===== config.mk =====
export PLATFORM = sky130hd
export DESIGN_NAME = grasp_signature_classifier_unit
export DESIGN_NICKNAME = d
export VERILOG_FILES = /design/src/gsc_pkg.sv /design/src/grasp_signature_classifier_unit.sv
export SDC_FILE = /design/constraint.sdc
export NUM_CORES = 1
export LEC_CHECK = 0
export ABC_AREA = 1
export BUFFER_PORTS_ARGS = -buffer_cell sky130_fd_sc_hd__buf_2
export CAP_MARGIN = 30
export CORE_ASPECT_RATIO = 0.75
export CORE_MARGIN = 5
export CORE_UTILIZATION = 58
export CTS_CLUSTER_DIAMETER = 50
export DETAILED_ROUTE_END_ITERATION = 16
export PLACE_DENSITY = 0.83
export SETUP_SLACK_MARGIN = 0.5
export SLEW_MARGIN = 20
export SYNTH_ARGS = -nofsm -noshare
export SYNTH_HDL_FRONTEND = slang
export SYNTH_SLANG_ARGS = --single-unit

===== constraint.sdc =====
create_clock -name aclk -period 6.6 [get_ports aclk]
set_input_delay 0.99 -clock aclk [delete_from_list [all_inputs] [get_ports aclk]]
set_output_delay 0.99 -clock aclk [all_outputs]
set_load 0.02 [all_outputs]

===== src/gsc_pkg.sv =====
// ----------------------------------------------------------------------------
// gsc_pkg: shared definitions for the grasp signature classifier
// Class codes, thresholds and the payload records carried between stages.
// ----------------------------------------------------------------------------
package gsc_pkg;

    localparam int unsigned FINGERS = 4;

    localparam logic [9:0] CONTACT_MAX  = 10'd1000;
    localparam logic [9:0] THIN_MIN     = 10'd800;
    localparam logic [9:0] LARGE_MAX    = 10'd250;
    localparam logic [9:0] MID_SPLIT    = 10'd525;
    localparam logic [9:0] SPREAD_FLAT  = 10'd250;
    localparam logic [9:0] DIST_CAP     = 10'd200;
    localparam logic [9:0] TIGHT_SPREAD = 10'd80;
    localparam logic [6:0] BASE_CONF    = 7'd40;
    localparam logic [6:0] CONF_THUMB   = 7'd45;
    localparam logic [6:0] CONF_EMPTY_T = 7'd90;
    localparam logic [6:0] CONF_EMPTY   = 7'd60;
    localparam logic [6:0] CONF_CAP     = 7'd100;

    // reciprocal of 3 in Q13, exact for sums below 8190
    localparam logic [11:0] RECIP3      = 12'd2731;
    // reciprocal of 10 in Q11, exact for values up to 255
    localparam logic [7:0]  RECIP10     = 8'd205;

    localparam logic [2:0] CLS_NONE  = 3'd0;
    localparam logic [2:0] CLS_THIN  = 3'd1;
    localparam logic [2:0] CLS_CYL   = 3'd2;
    localparam logic [2:0] CLS_FLAT  = 3'd3;
    localparam logic [2:0] CLS_LARGE = 3'd4;
    localparam logic [2:0] CLS_UNDEF = 3'd5;

    // items common to the stage B, C and D records
    typedef struct packed {
        logic [2:0] voters;
        logic [2:0] hits;
        logic       thumb_sensed;
        logic       thumb_touch;
    } gsc_tag_t;

    typedef struct packed {
        logic [3:0][9:0] pos;
        logic [3:0]      hit;
        logic [3:0]      sense;
        logic            thumb_sensed;
        logic            thumb_touch;
    } gsc_sa_t;

    typedef struct packed {
        gsc_tag_t    tag;
        logic [11:0] sum;
        logic [9:0]  lo;
        logic [9:0]  hi;
    } gsc_sb_t;

    typedef struct packed {
        gsc_tag_t   tag;
        logic [9:0] mean;
        logic [9:0] spread;
    } gsc_sc_t;

    typedef struct packed {
        gsc_tag_t   tag;
        logic [2:0] cls;
        logic [6:0] conf;
    } gsc_sd_t;

endpackage


===== src/grasp_signature_classifier_unit.sv =====
// ----------------------------------------------------------------------------
// grasp_signature_classifier_unit: grasp class and confidence from contacts
// Five-stage pipeline: saturate, reduce, mean, classify, scale and cap.
// ----------------------------------------------------------------------------
// One contact signature enters per transfer on the s_ side and exactly one
// result leaves per transfer on the m_ side, in order. The pipeline takes a
// new signature every cycle while s_tready is high; m_tvalid rises once the
// transfer has passed the stage registers A to E. Stages: saturate positions
// and form the touching mask, reduce to sum/min/max and finger counts, divide
// the sum by the touching count (a reciprocal multiply for three fingers),
// classify and score, then scale by sensor coverage and cap at 100. A stall
// on m_tready holds each full stage with no empty stage after it; the others
// keep filling, so s_tready drops only once the whole pipeline is full.
module grasp_signature_classifier_unit
    import gsc_pkg::*;
(
    input  logic        aclk,
    input  logic        aresetn,
    // sensor_mask[4:0], touched_mask[9:5], contact_little[19:10],
    // contact_ring[29:20], contact_middle[39:30], contact_index[49:40]
    input  logic [55:0] s_tdata,
    input  logic        s_tvalid,
    output logic        s_tready,
    // object_class[2:0], confidence[9:3]
    output logic [15:0] m_tdata,
    output logic        m_tvalid,
    input  logic        m_tready
);

    logic     va_reg, vb_reg, vc_reg, vd_reg, ve_reg;
    logic     adv_a, adv_b, adv_c, adv_d, adv_e;
    gsc_sa_t  sa_reg, sa_next;
    gsc_sb_t  sb_reg, sb_next;
    gsc_sc_t  sc_reg, sc_next;
    gsc_sd_t  sd_reg, sd_next;
    logic [2:0] cls_reg, cls_next;
    logic [6:0] conf_reg, conf_next;

    // A stage advances when it is empty or the one after it advances.
    assign adv_e    = !ve_reg || m_tready;
    assign adv_d    = !vd_reg || adv_e;
    assign adv_c    = !vc_reg || adv_d;
    assign adv_b    = !vb_reg || adv_c;
    assign adv_a    = !va_reg || adv_b;
    assign s_tready = adv_a;

    always_ff @(posedge aclk) begin
        if (!aresetn) begin
            va_reg <= 1'b0;
            vb_reg <= 1'b0;
            vc_reg <= 1'b0;
            vd_reg <= 1'b0;
            ve_reg <= 1'b0;
        end else begin
            if (adv_a) va_reg <= s_tvalid;
            if (adv_b) vb_reg <= va_reg;
            if (adv_c) vc_reg <= vb_reg;
            if (adv_d) vd_reg <= vc_reg;
            if (adv_e) ve_reg <= vd_reg;
        end
    end

    always_ff @(posedge aclk) begin
        if (adv_a) sa_reg <= sa_next;
        if (adv_b) sb_reg <= sb_next;
        if (adv_c) sc_reg <= sc_next;
        if (adv_d) sd_reg <= sd_next;
        if (adv_e) begin
            cls_reg  <= cls_next;
            conf_reg <= conf_next;
        end
    end

    // Stage A: saturate positions, form the touching-with-sensor mask.
    always_comb begin
        logic [9:0] raw;
        sa_next.sense        = s_tdata[3:0];
        sa_next.hit          = s_tdata[3:0] & s_tdata[8:5];
        sa_next.thumb_sensed = s_tdata[4];
        sa_next.thumb_touch  = s_tdata[9];
        for (int i = 0; i < FINGERS; i++) begin
            raw = s_tdata[10 + 10*i +: 10];
            sa_next.pos[i] = (raw > CONTACT_MAX) ? CONTACT_MAX : raw;
        end
    end

    // Stage B: sum, minimum and maximum over the touching fingers; counts.
    always_comb begin
        logic [11:0] sum;
        logic [9:0]  lo;
        logic [9:0]  hi;
        logic [2:0]  nv;
        logic [2:0]  nh;
        sum = 12'd0;
        lo  = CONTACT_MAX;
        hi  = 10'd0;
        nv  = 3'd0;
        nh  = 3'd0;
        for (int i = 0; i < FINGERS; i++) begin
            nv = nv + {2'b00, sa_reg.sense[i]};
            nh = nh + {2'b00, sa_reg.hit[i]};
            if (sa_reg.hit[i]) begin
                sum = sum + {2'b00, sa_reg.pos[i]};
                if (sa_reg.pos[i] < lo) lo = sa_reg.pos[i];
                if (sa_reg.pos[i] > hi) hi = sa_reg.pos[i];
            end
        end
        sb_next.sum              = sum;
        sb_next.lo               = lo;
        sb_next.hi               = hi;
        sb_next.tag.voters       = nv;
        sb_next.tag.hits         = nh;
        sb_next.tag.thumb_sensed = sa_reg.thumb_sensed;
        sb_next.tag.thumb_touch  = sa_reg.thumb_touch;
    end

    // Stage C: mean by a shift or a reciprocal multiply; spread.
    always_comb begin
        logic [23:0] prod3;
        logic [11:0] mean_w;
        prod3 = sb_reg.sum * RECIP3;
        case (sb_reg.tag.hits)
            3'd2:    mean_w = {1'b0, sb_reg.sum[11:1]};
            3'd3:    mean_w = {1'b0, prod3[23:13]};
            3'd4:    mean_w = {2'b00, sb_reg.sum[11:2]};
            default: mean_w = sb_reg.sum;
        endcase
        sc_next.mean   = mean_w[9:0];
        sc_next.spread = sb_reg.hi - sb_reg.lo;
        sc_next.tag    = sb_reg.tag;
    end

    // Stage D: class, distance from the boundary and raw confidence.
    always_comb begin
        logic [9:0]  mean;
        logic [9:0]  margin;
        logic [15:0] prod10;
        logic [6:0]  bonus;
        logic [6:0]  base;
        mean = sc_reg.mean;
        if (mean >= THIN_MIN)                 sd_next.cls = CLS_THIN;
        else if (mean <= LARGE_MAX)           sd_next.cls = CLS_LARGE;
        else if (sc_reg.spread > SPREAD_FLAT) sd_next.cls = CLS_FLAT;
        else                                  sd_next.cls = CLS_CYL;

        if (mean > THIN_MIN)       margin = mean - THIN_MIN;
        else if (mean < LARGE_MAX) margin = LARGE_MAX - mean;
        else if (mean < MID_SPLIT) margin = mean - LARGE_MAX;
        else                       margin = THIN_MIN - mean;

        prod10 = margin[7:0] * RECIP10;
        bonus  = (margin > DIST_CAP) ? 7'd20 : {2'b00, prod10[15:11]};
        base   = BASE_CONF + 7'(sc_reg.tag.hits) * 7'd10;
        sd_next.conf = base + bonus;
        if (sd_next.cls == CLS_CYL && sc_reg.spread < TIGHT_SPREAD) begin
            sd_next.conf = sd_next.conf + 7'd10;
        end
        sd_next.tag = sc_reg.tag;
    end

    // Stage E: scale by coverage, cap, and resolve the no-contact cases.
    always_comb begin
        logic [9:0] scaled;
        logic [7:0] quarter;
        scaled  = sd_reg.conf * sd_reg.tag.voters;
        quarter = scaled[9:2];
        if (sd_reg.tag.voters == 3'd0) begin
            cls_next  = CLS_UNDEF;
            conf_next = 7'd0;
        end else if (sd_reg.tag.hits == 3'd0) begin
            if (sd_reg.tag.thumb_sensed && sd_reg.tag.thumb_touch) begin
                cls_next  = CLS_UNDEF;
                conf_next = CONF_THUMB;
            end else begin
                cls_next  = CLS_NONE;
                conf_next = sd_reg.tag.thumb_sensed ? CONF_EMPTY_T : CONF_EMPTY;
            end
        end else begin
            cls_next  = sd_reg.cls;
            conf_next = (quarter > {1'b0, CONF_CAP}) ? CONF_CAP : quarter[6:0];
        end
    end

    assign m_tvalid = ve_reg;
    assign m_tdata  = {6'd0, conf_reg, cls_reg};

    // An empty output stage lets the whole pipeline move.
    a_ready_when_out_empty: assert property (@(posedge aclk) disable iff (!aresetn)
        !ve_reg |-> s_tready)
        else $error("input stalled with an empty output stage");

    a_conf_capped: assert property (@(posedge aclk) disable iff (!aresetn)
        m_tvalid |-> (m_tdata[9:3] <= CONF_CAP))
        else $error("confidence above cap");

    a_class_legal: assert property (@(posedge aclk) disable iff (!aresetn)
        m_tvalid |-> (m_tdata[2:0] <= CLS_UNDEF))
        else $error("illegal class code");

    a_none_conf: assert property (@(posedge aclk) disable iff (!aresetn)
        (m_tvalid && m_tdata[2:0] == CLS_NONE) |->
            (m_tdata[9:3] == CONF_EMPTY_T || m_tdata[9:3] == CONF_EMPTY))
        else $error("empty grasp with unexpected confidence");

endmodule

==> flow_results.xml, run 1 <==
<?xml version="1.0" encoding="UTF-8"?>
<metrics>
  <group name="logic_synthesis">
    <metric name="yosysSeqAreaShare" unit="%">28.9</metric>
    <metric name="yosys.area.top_type_share" unit="%">28.3</metric>
    <metric name="synth_warnings" unit="">0</metric>
    <metric name="synthArstFlopShare" unit="%">0</metric>
    <metric name="postSynthRegisterBits" unit="">151</metric>
    <metric name="yosys.cell_count.top_type" unit="">inv_1</metric>
    <metric name="synth-edff-count" unit="">146</metric>
    <metric name="synth_ff_type" unit="">edfxtp_1</metric>
    <metric name="post_synth_main_area_contributors" unit="">edfxtp_1 (28%), ha_1 (20%), inv_1 (8.9%), nand2_1 (8.2%), fa_1 (8.1%)</metric>
    <metric name="post_synth_inst_count" unit="">1859</metric>
    <metric name="synth_largest_area_cell" unit="">edfxtp_1</metric>
    <metric name="syn_avg_cell_area" unit="um^2">8.35</metric>
    <metric name="synth_cell_type_count" unit="">54</metric>
    <metric name="synth_common_cells" unit="">inv_1 (368), nand2_1 (340), ha_1 (254), edfxtp_1 (146), a21oi_1 (118)</metric>
    <metric name="synth_area" unit="um^2">15500</metric>
  </group>
  <group name="floorplan">
    <metric name="die-width" unit="um">199</metric>
    <metric name="die_ar" unit="um^2">30200</metric>
    <metric name="row_count" unit="">51</metric>
    <metric name="io_pins" unit="">78</metric>
    <metric name="floorplan.die.height" unit="um">152</metric>
    <metric name="core-area" unit="um^2">26200</metric>
    <metric name="initial_core_util" unit="%">59.3</metric>
  </group>
  <group name="critical_path">
    <metric name="worst_case_reg_to_reg_path_depth" unit="">37</metric>
    <metric name="worstSetupPathDepth" unit="">37</metric>
    <metric name="critPathLaunchType" unit="">flop</metric>
    <metric name="slowest_delay" unit="ps">510</metric>
    <metric name="cp_max_fo" unit="">5</metric>
    <metric name="timing.setup.critical_path_class" unit="">flop to flop</metric>
    <metric name="worstPathBufferInverterCount" unit="">10</metric>
    <metric name="worst_ep_required_time" unit="ps">6780</metric>
    <metric name="critical-path-top-cell-by-count" unit="">inv_2</metric>
    <metric name="worst_setup_path_startpoint" unit="">sc_reg[11]$_DFFE_PP_</metric>
    <metric name="crit-reg2reg-launch" unit="">sc_reg[11]$_DFFE_PP_</metric>
    <metric name="worstPathArrival" unit="ps">6510</metric>
    <metric name="rr_endpoint" unit="">sd_reg[6]$_DFFE_PP_</metric>
    <metric name="crit_family" unit="">adder cells</metric>
    <metric name="critical-path-slowest-cell" unit="">fa_1</metric>
    <metric name="worstSetupEndpointType" unit="">flop</metric>
    <metric name="critical_path.endpoint" unit="">sd_reg[6]$_DFFE_PP_</metric>
    <metric name="regToRegSetupSlack" unit="ps">270</metric>
  </group>
  <group name="drt">
    <metric name="vias_per_cell" unit="">5.53</metric>
    <metric name="detail-route-antenna-nets" unit="">0</metric>
    <metric name="route.detailed.drc" unit="">0</metric>
    <metric name="drtPass1Iterations" unit="">5</metric>
    <metric name="routed_wire_per_std_cell" unit="um">15.7</metric>
    <metric name="detailroute.via_count" unit="">12732</metric>
    <metric name="drtIter0Drc" unit="">1244</metric>
    <metric name="finalWirelength" unit="um">36100</metric>
  </group>
  <group name="timing">
    <metric name="relative_slew_slack" unit="%">47.2</metric>
    <metric name="rsz0062_at_grt" unit="">yes</metric>
    <metric name="fin_worst_hold_slack" unit="ps">424</metric>
    <metric name="slew_viol_final" unit="">0</metric>
    <metric name="layout_min_cycle_time" unit="ps">6330</metric>
    <metric name="finalClockSkew" unit="ps">22.8</metric>
    <metric name="finalSetupTns" unit="ps">0</metric>
    <metric name="timing.final.crit_share" unit="%">95.9</metric>
    <metric name="final_hold_viol_count" unit="">0</metric>
    <metric name="setup_viol" unit="">0</metric>
    <metric name="fmax" unit="MHz">158</metric>
    <metric name="worst_pin_slew" unit="ps">787</metric>
    <metric name="timing.final.ws_setup" unit="ps">268</metric>
  </group>
  <group name="grt">
    <metric name="grt_max_degree" unit="">52</metric>
    <metric name="overflow" unit="">0</metric>
    <metric name="antenna_found_initial" unit="">0</metric>
    <metric name="grt_pass1_wl" unit="um">58700</metric>
    <metric name="grt_util_all_layers" unit="%">24.2</metric>
    <metric name="grt_pass1_vias" unit="">12398</metric>
  </group>
  <group name="clock_network">
    <metric name="cts-hold-fix-buffers" unit="">0</metric>
    <metric name="cts-root-buf" unit="">clkbuf_16</metric>
    <metric name="clkTransAtPathRegs" unit="ps">80</metric>
    <metric name="tritoncts" unit="">done</metric>
    <metric name="clockBufferDepth" unit="">2</metric>
    <metric name="cts-htree-levels" unit="">4</metric>
    <metric name="numCtsBuffers" unit="">17</metric>
    <metric name="clock_latency_of_the_later_clocked_register_in_the_worst_skew_pair" unit="ps">450</metric>
    <metric name="numClockSinks" unit="">151</metric>
  </group>
  <group name="worst_hold_path">
    <metric name="worst_hold_path_type" unit="">flop to flop</metric>
    <metric name="hold_path.startpoint" unit="">sb_reg[33]$_DFFE_PP_</metric>
  </group>
  <group name="placement">
    <metric name="setup_slack_after_placement" unit="ps">62.6</metric>
    <metric name="finalWeightedCongestion" unit="">0.935</metric>
    <metric name="dp_hpwl" unit="um">27900</metric>
    <metric name="buffer_ports.inserted" unit="">65</metric>
  </group>
  <group name="final_layout">
    <metric name="largest_register_ffs" unit="">50</metric>
    <metric name="layout-drive-gt1-share" unit="%">14.9</metric>
    <metric name="n_antenna_cell" unit="">0</metric>
    <metric name="areaGrowthSynthToFinish" unit="%">12.0</metric>
    <metric name="nNetsFinal" unit="">2323</metric>
  </group>
  <group name="flow_run">
    <metric name="maxCapViolations" unit="">0</metric>
  </group>
  <group name="run_status">
    <metric name="outcome" unit="">complete, no violations</metric>
  </group>
</metrics>
## timing repair
action                                  CTS  global route
endpoints found under the setup margin    5            25
setup buffers                            14            10
pin swaps                                27            20
gates resized for setup                  39            35
## per-stage QoR
stage	utilization, %	area (um^2)	instances
finish	66.4	17400	2303
global route	66.4	17400	2303
CTS	65.6	17200	2292
detailed placement	62.3	16300	2246
global placement	62.2	16300	2245
floorplan	-	15600	1864
## how the worst min path moves through the flow
| stage | endpoint | slack, ps | cells after the start |
|---|---|---|---|
| 2_1_floorplan | sb_reg[32]$_DFFE_PP_ | 400 | 0 |
| 3_3_place_gp | sd_reg[15]$_DFFE_PP_ | 400 | 0 |
| 3_5_place_dp | sc_reg[21]$_DFFE_PP_ | 400 | 0 |
| 4_1_cts | sc_reg[21]$_DFFE_PP_ | 420 | 0 |
| 5_1_grt | sd_reg[15]$_DFFE_PP_ | 430 | 0 |
| 6_report | sc_reg[21]$_DFFE_PP_ | 420 | 0 |
## kinds of logic (layout without fill, tap and decap cells)
family          count (synthesis)  after routing  synth area share [%]
flops                         151            151                  28.9
fa+ha+maj                     317            317                  28.6
compound gates                263            263                  9.35
buf+inv                       423            518                  10.8
xor+xnor                       53             53                  2.99
other cells                     1              6                0.0242
simple gates                  650            650                  19.3
mux                             1              1                0.0726
## layout make-up
type | count | area, um^2
clock buffers | 17 | 425
flip-flops and latches | 151 | 4480
fillers | 1979 | 8780
repair buffers | 110 | 672
inverters | 376 | 1420
clock inverters | 15 | 189
well taps | 344 | 430
multi-input cells | 1290 | 9760
## per-layer routing
layer  wire (um)  up-vias  global-route usage [%]
met4         599        0                    6.60
met1       16300     5948                    34.0
li1            -     6244                       -
met3        2640       62                    3.43
met5           0        -                       0
met2       16600      478                    39.4
## worst reg2reg max path, delay by kind of cell (launching register included)
kind                     cells  cell delay, ps
adder cells (fa/ha/maj)      9            3090
AND/OR/NAND/NOR             14            1450
buffers and inverters       10             670
flip-flops                   1             430
AO/OA/AOI/OAI                3             250
XOR/XNOR                     1             170
## cells in the final DEF (no fill, tap or decap), drive strengths merged, types with 34 or more instances in the layout
cell type / count
buf: 110
o21ai: 97
xor2: 34
nor2: 117
nand2: 356
ha: 254
edfxtp: 146
inv: 385
nand3: 103
fa: 63
a21oi: 120
Power of run 1 is left out: the tool's default activity adds up to more than one toggle a clock period on the data nets, which glitch-free logic cannot reach.
==> run 2, diff against run 1 <==
--- a/config.mk
+++ b/config.mk
@@ -5,15 +5,14 @@
 export SDC_FILE = /design/constraint.sdc
 export NUM_CORES = 1
 export LEC_CHECK = 0
-export ABC_AREA = 1
 export BUFFER_PORTS_ARGS = -buffer_cell sky130_fd_sc_hd__buf_2
 export CAP_MARGIN = 30
 export CORE_ASPECT_RATIO = 0.75
 export CORE_MARGIN = 5
-export CORE_UTILIZATION = 58
+export CORE_UTILIZATION = 40
 export CTS_CLUSTER_DIAMETER = 50
 export DETAILED_ROUTE_END_ITERATION = 16
-export PLACE_DENSITY = 0.83
+export PLACE_DENSITY = 0.62
 export SETUP_SLACK_MARGIN = 0.5
 export SLEW_MARGIN = 20
 export SYNTH_ARGS = -nofsm -noshare
==> flow_results.xml, run 2 <==
<?xml version="1.0" encoding="UTF-8"?>
<metrics>
  <group name="worst_hold_path">
    <metric name="worst_hold_path_type" unit="">flop to flop</metric>
  </group>
  <group name="logic_synthesis">
    <metric name="synth_top_family_by_area" unit="">adder cells</metric>
    <metric name="synth_largest_area_cell" unit="">edfxtp_1</metric>
    <metric name="synth_warnings" unit="">0</metric>
    <metric name="syn_avg_cell_area" unit="um^2">9.51</metric>
    <metric name="yosys.area.top_type_share" unit="%">28.9</metric>
    <metric name="synth_cell_type_count" unit="">75</metric>
    <metric name="post_synth_inst_count" unit="">1597</metric>
    <metric name="synthArstFlopShare" unit="%">0</metric>
    <metric name="yosysSeqAreaShare" unit="%">29.5</metric>
    <metric name="synth_mux_area_share" unit="%">3.18</metric>
    <metric name="synth_common_cells" unit="">ha_1 (254), inv_1 (254), edfxtp_1 (146), nand2_1 (103), a21oi_1 (96)</metric>
    <metric name="post_synth_main_area_contributors" unit="">edfxtp_1 (29%), ha_1 (21%), fa_1 (8.3%), inv_1 (6.3%), a21oi_1 (3.2%)</metric>
    <metric name="adder_cell_share_of_the_synthesized_area" unit="%">29.2</metric>
    <metric name="synth_compound_gate_area_share" unit="%">14.8</metric>
    <metric name="synthSimpleGateAreaFrac" unit="%">11.8</metric>
    <metric name="synth_ff_type" unit="">edfxtp_1</metric>
    <metric name="postSynthRegisterBits" unit="">151</metric>
    <metric name="synth-edff-count" unit="">146</metric>
    <metric name="post_synth_xor_area_fraction" unit="%">3.52</metric>
    <metric name="synth_area" unit="um^2">15200</metric>
  </group>
  <group name="placement">
    <metric name="finalWeightedCongestion" unit="">0.883</metric>
    <metric name="buffer_ports.inserted" unit="">65</metric>
    <metric name="dp_hpwl" unit="um">28800</metric>
    <metric name="placement.cell_area" unit="um^2">16600</metric>
  </group>
  <group name="critical_path">
    <metric name="worstPathArrival" unit="ps">7230</metric>
    <metric name="slowest_delay" unit="ps">560</metric>
    <metric name="cp_max_fo" unit="">3</metric>
    <metric name="crit_family" unit="">adder cells</metric>
    <metric name="critical-path-slowest-cell" unit="">or4_4</metric>
    <metric name="worst_ep_required_time" unit="ps">6790</metric>
    <metric name="worstPathBufferInverterCount" unit="">7</metric>
    <metric name="critPathLaunchType" unit="">flop</metric>
    <metric name="worstSetupEndpointType" unit="">flop</metric>
    <metric name="timing.setup.critical_path_class" unit="">flop to flop</metric>
  </group>
  <group name="clock_network">
    <metric name="clockBufferDepth" unit="">2</metric>
    <metric name="numCtsBuffers" unit="">17</metric>
    <metric name="cts-root-buf" unit="">clkbuf_16</metric>
    <metric name="tritoncts" unit="">done</metric>
    <metric name="clkTransAtPathRegs" unit="ps">60</metric>
    <metric name="clock_latency_of_the_later_clocked_register_in_the_worst_skew_pair" unit="ps">440</metric>
    <metric name="cts-htree-levels" unit="">4</metric>
    <metric name="numClockSinks" unit="">151</metric>
  </group>
  <group name="timing">
    <metric name="slew_viol_final" unit="">0</metric>
    <metric name="fmax" unit="MHz">142</metric>
    <metric name="timing.final.ws_setup" unit="ps">-439</metric>
    <metric name="finalClockSkew" unit="ps">12.3</metric>
    <metric name="layout_min_cycle_time" unit="ps">7040</metric>
    <metric name="setup_viol" unit="">5</metric>
    <metric name="timing.final.crit_share" unit="%">107</metric>
    <metric name="worst_pin_slew" unit="ps">970</metric>
    <metric name="final_hold_viol_count" unit="">0</metric>
    <metric name="rsz0062_at_grt" unit="">yes</metric>
    <metric name="relative_slew_slack" unit="%">35.3</metric>
  </group>
  <group name="grt">
    <metric name="grt_util_all_layers" unit="%">17.2</metric>
    <metric name="antenna_found_initial" unit="">0</metric>
    <metric name="grt_max_degree" unit="">53</metric>
    <metric name="overflow" unit="">0</metric>
    <metric name="grt_pass1_vias" unit="">11822</metric>
    <metric name="grt_pass1_wl" unit="um">58900</metric>
  </group>
  <group name="run_status">
    <metric name="outcome" unit="">finished, violations left</metric>
    <metric name="violated_checks" unit="">setup timing</metric>
  </group>
  <group name="final_layout">
    <metric name="layout.core_utilization" unit="%">49.0</metric>
    <metric name="final_cell_mix" unit="">inv_1 (247), ha_1 (240), edfxtp_1 (146)</metric>
    <metric name="final_area" unit="um^2">18300</metric>
    <metric name="largest_register_ffs" unit="">50</metric>
    <metric name="areaGrowthSynthToFinish" unit="%">20.3</metric>
    <metric name="final_common_cell" unit="">inv_1</metric>
    <metric name="nNetsFinal" unit="">2135</metric>
    <metric name="layout-drive-gt1-share" unit="%">20.2</metric>
    <metric name="fill_cells" unit="">3385</metric>
    <metric name="n_antenna_cell" unit="">0</metric>
  </group>
  <group name="drt">
    <metric name="drtPass1Iterations" unit="">7</metric>
    <metric name="drtIter0Drc" unit="">839</metric>
    <metric name="routed_wire_per_std_cell" unit="um">16.1</metric>
    <metric name="detail-route-antenna-nets" unit="">0</metric>
    <metric name="finalWirelength" unit="um">36600</metric>
    <metric name="route.detailed.drc" unit="">0</metric>
    <metric name="detailroute.via_count" unit="">11997</metric>
    <metric name="vias_per_cell" unit="">5.27</metric>
  </group>
  <group name="floorplan">
    <metric name="floorplan.die.height" unit="um">179</metric>
    <metric name="core-area" unit="um^2">37300</metric>
    <metric name="die-width" unit="um">235</metric>
    <metric name="die_ar" unit="um^2">42000</metric>
    <metric name="row_count" unit="">61</metric>
    <metric name="initial_core_util" unit="%">40.7</metric>
    <metric name="io_pins" unit="">78</metric>
  </group>
  <group name="flow_run">
    <metric name="maxCapViolations" unit="">0</metric>
  </group>
</metrics>
==> run 2: changes by cell type after synthesis, moves of 22 or more <==
cell	delta
nand3_1	-50
nand3_2	-24
a21o_1	+28
nand2_1	-237
mux2i_1	+28
inv_1	-114
a21oi_1	-22
==> run 2: layout make-up <==
class                   instances  area, um^2  share of cell area, %
clock buffers                  18         429                   2.35
multi-input cells            1140       10200                   56.0
repair buffers                194        1350                   7.40
clock inverters                14         186                   1.02
flip-flops and latches        151        4480                   24.5
inverters                     254         956                   5.23
well taps                     504         631                   3.45
==> run 2: repair_timing <==
action | CTS | global route
resized for setup | 36 | 98
setup endpoints to repair | 23 | 26
hold buffers | 0 | 0
buffers inserted | 20 | 22
pin swaps | 25 | 49
gates cloned | 0 | 2
==> run 2: cell families after synthesis <==
group / Yosys count
mux: 46
other cells: 1
compound gates: 343
fa+ha+maj: 317
flops: 151
buf+inv: 312
xor+xnor: 61
simple gates: 366
==> run 2: worst paths after layout <==
kind / from / endpoint / slack [ps] / cells after the start
setup / recovery: sc_reg[16]$_DFFE_PP_ / sd_reg[4]$_DFFE_PP_ / -440 / 31
hold / removal: sc_reg[26]$_DFFE_PP_ / sd_reg[16]$_DFFE_PP_ / 420 / 0
setup reg to reg: sc_reg[16]$_DFFE_PP_ / sd_reg[4]$_DFFE_PP_ / -440 / 31
hold reg to reg: sc_reg[26]$_DFFE_PP_ / sd_reg[16]$_DFFE_PP_ / 420 / 0
==> run 2: per-stage QoR <==
step	setup TNS (ps)	hold slack [ps]	std cells	worst slack, ps
global route	-3160	429	2275	-776
CTS	-1640	420	2251	-468
finish	-1660	419	2275	-439
floorplan	-1790	400	1602	-510
detailed placement	-2430	405	2199	-608
global placement	-1940	401	2197	-496
==> run 2: metal layers <==
metal	global-route usage [%]	part of all wire, %	routed length [um]
met5	0	0	0
met4	3.92	1.3	481
met3	3.41	5.4	1990
met2	26.8	44	16100
met1	24.9	49	18000
Power of run 2 is left out for the same reason.
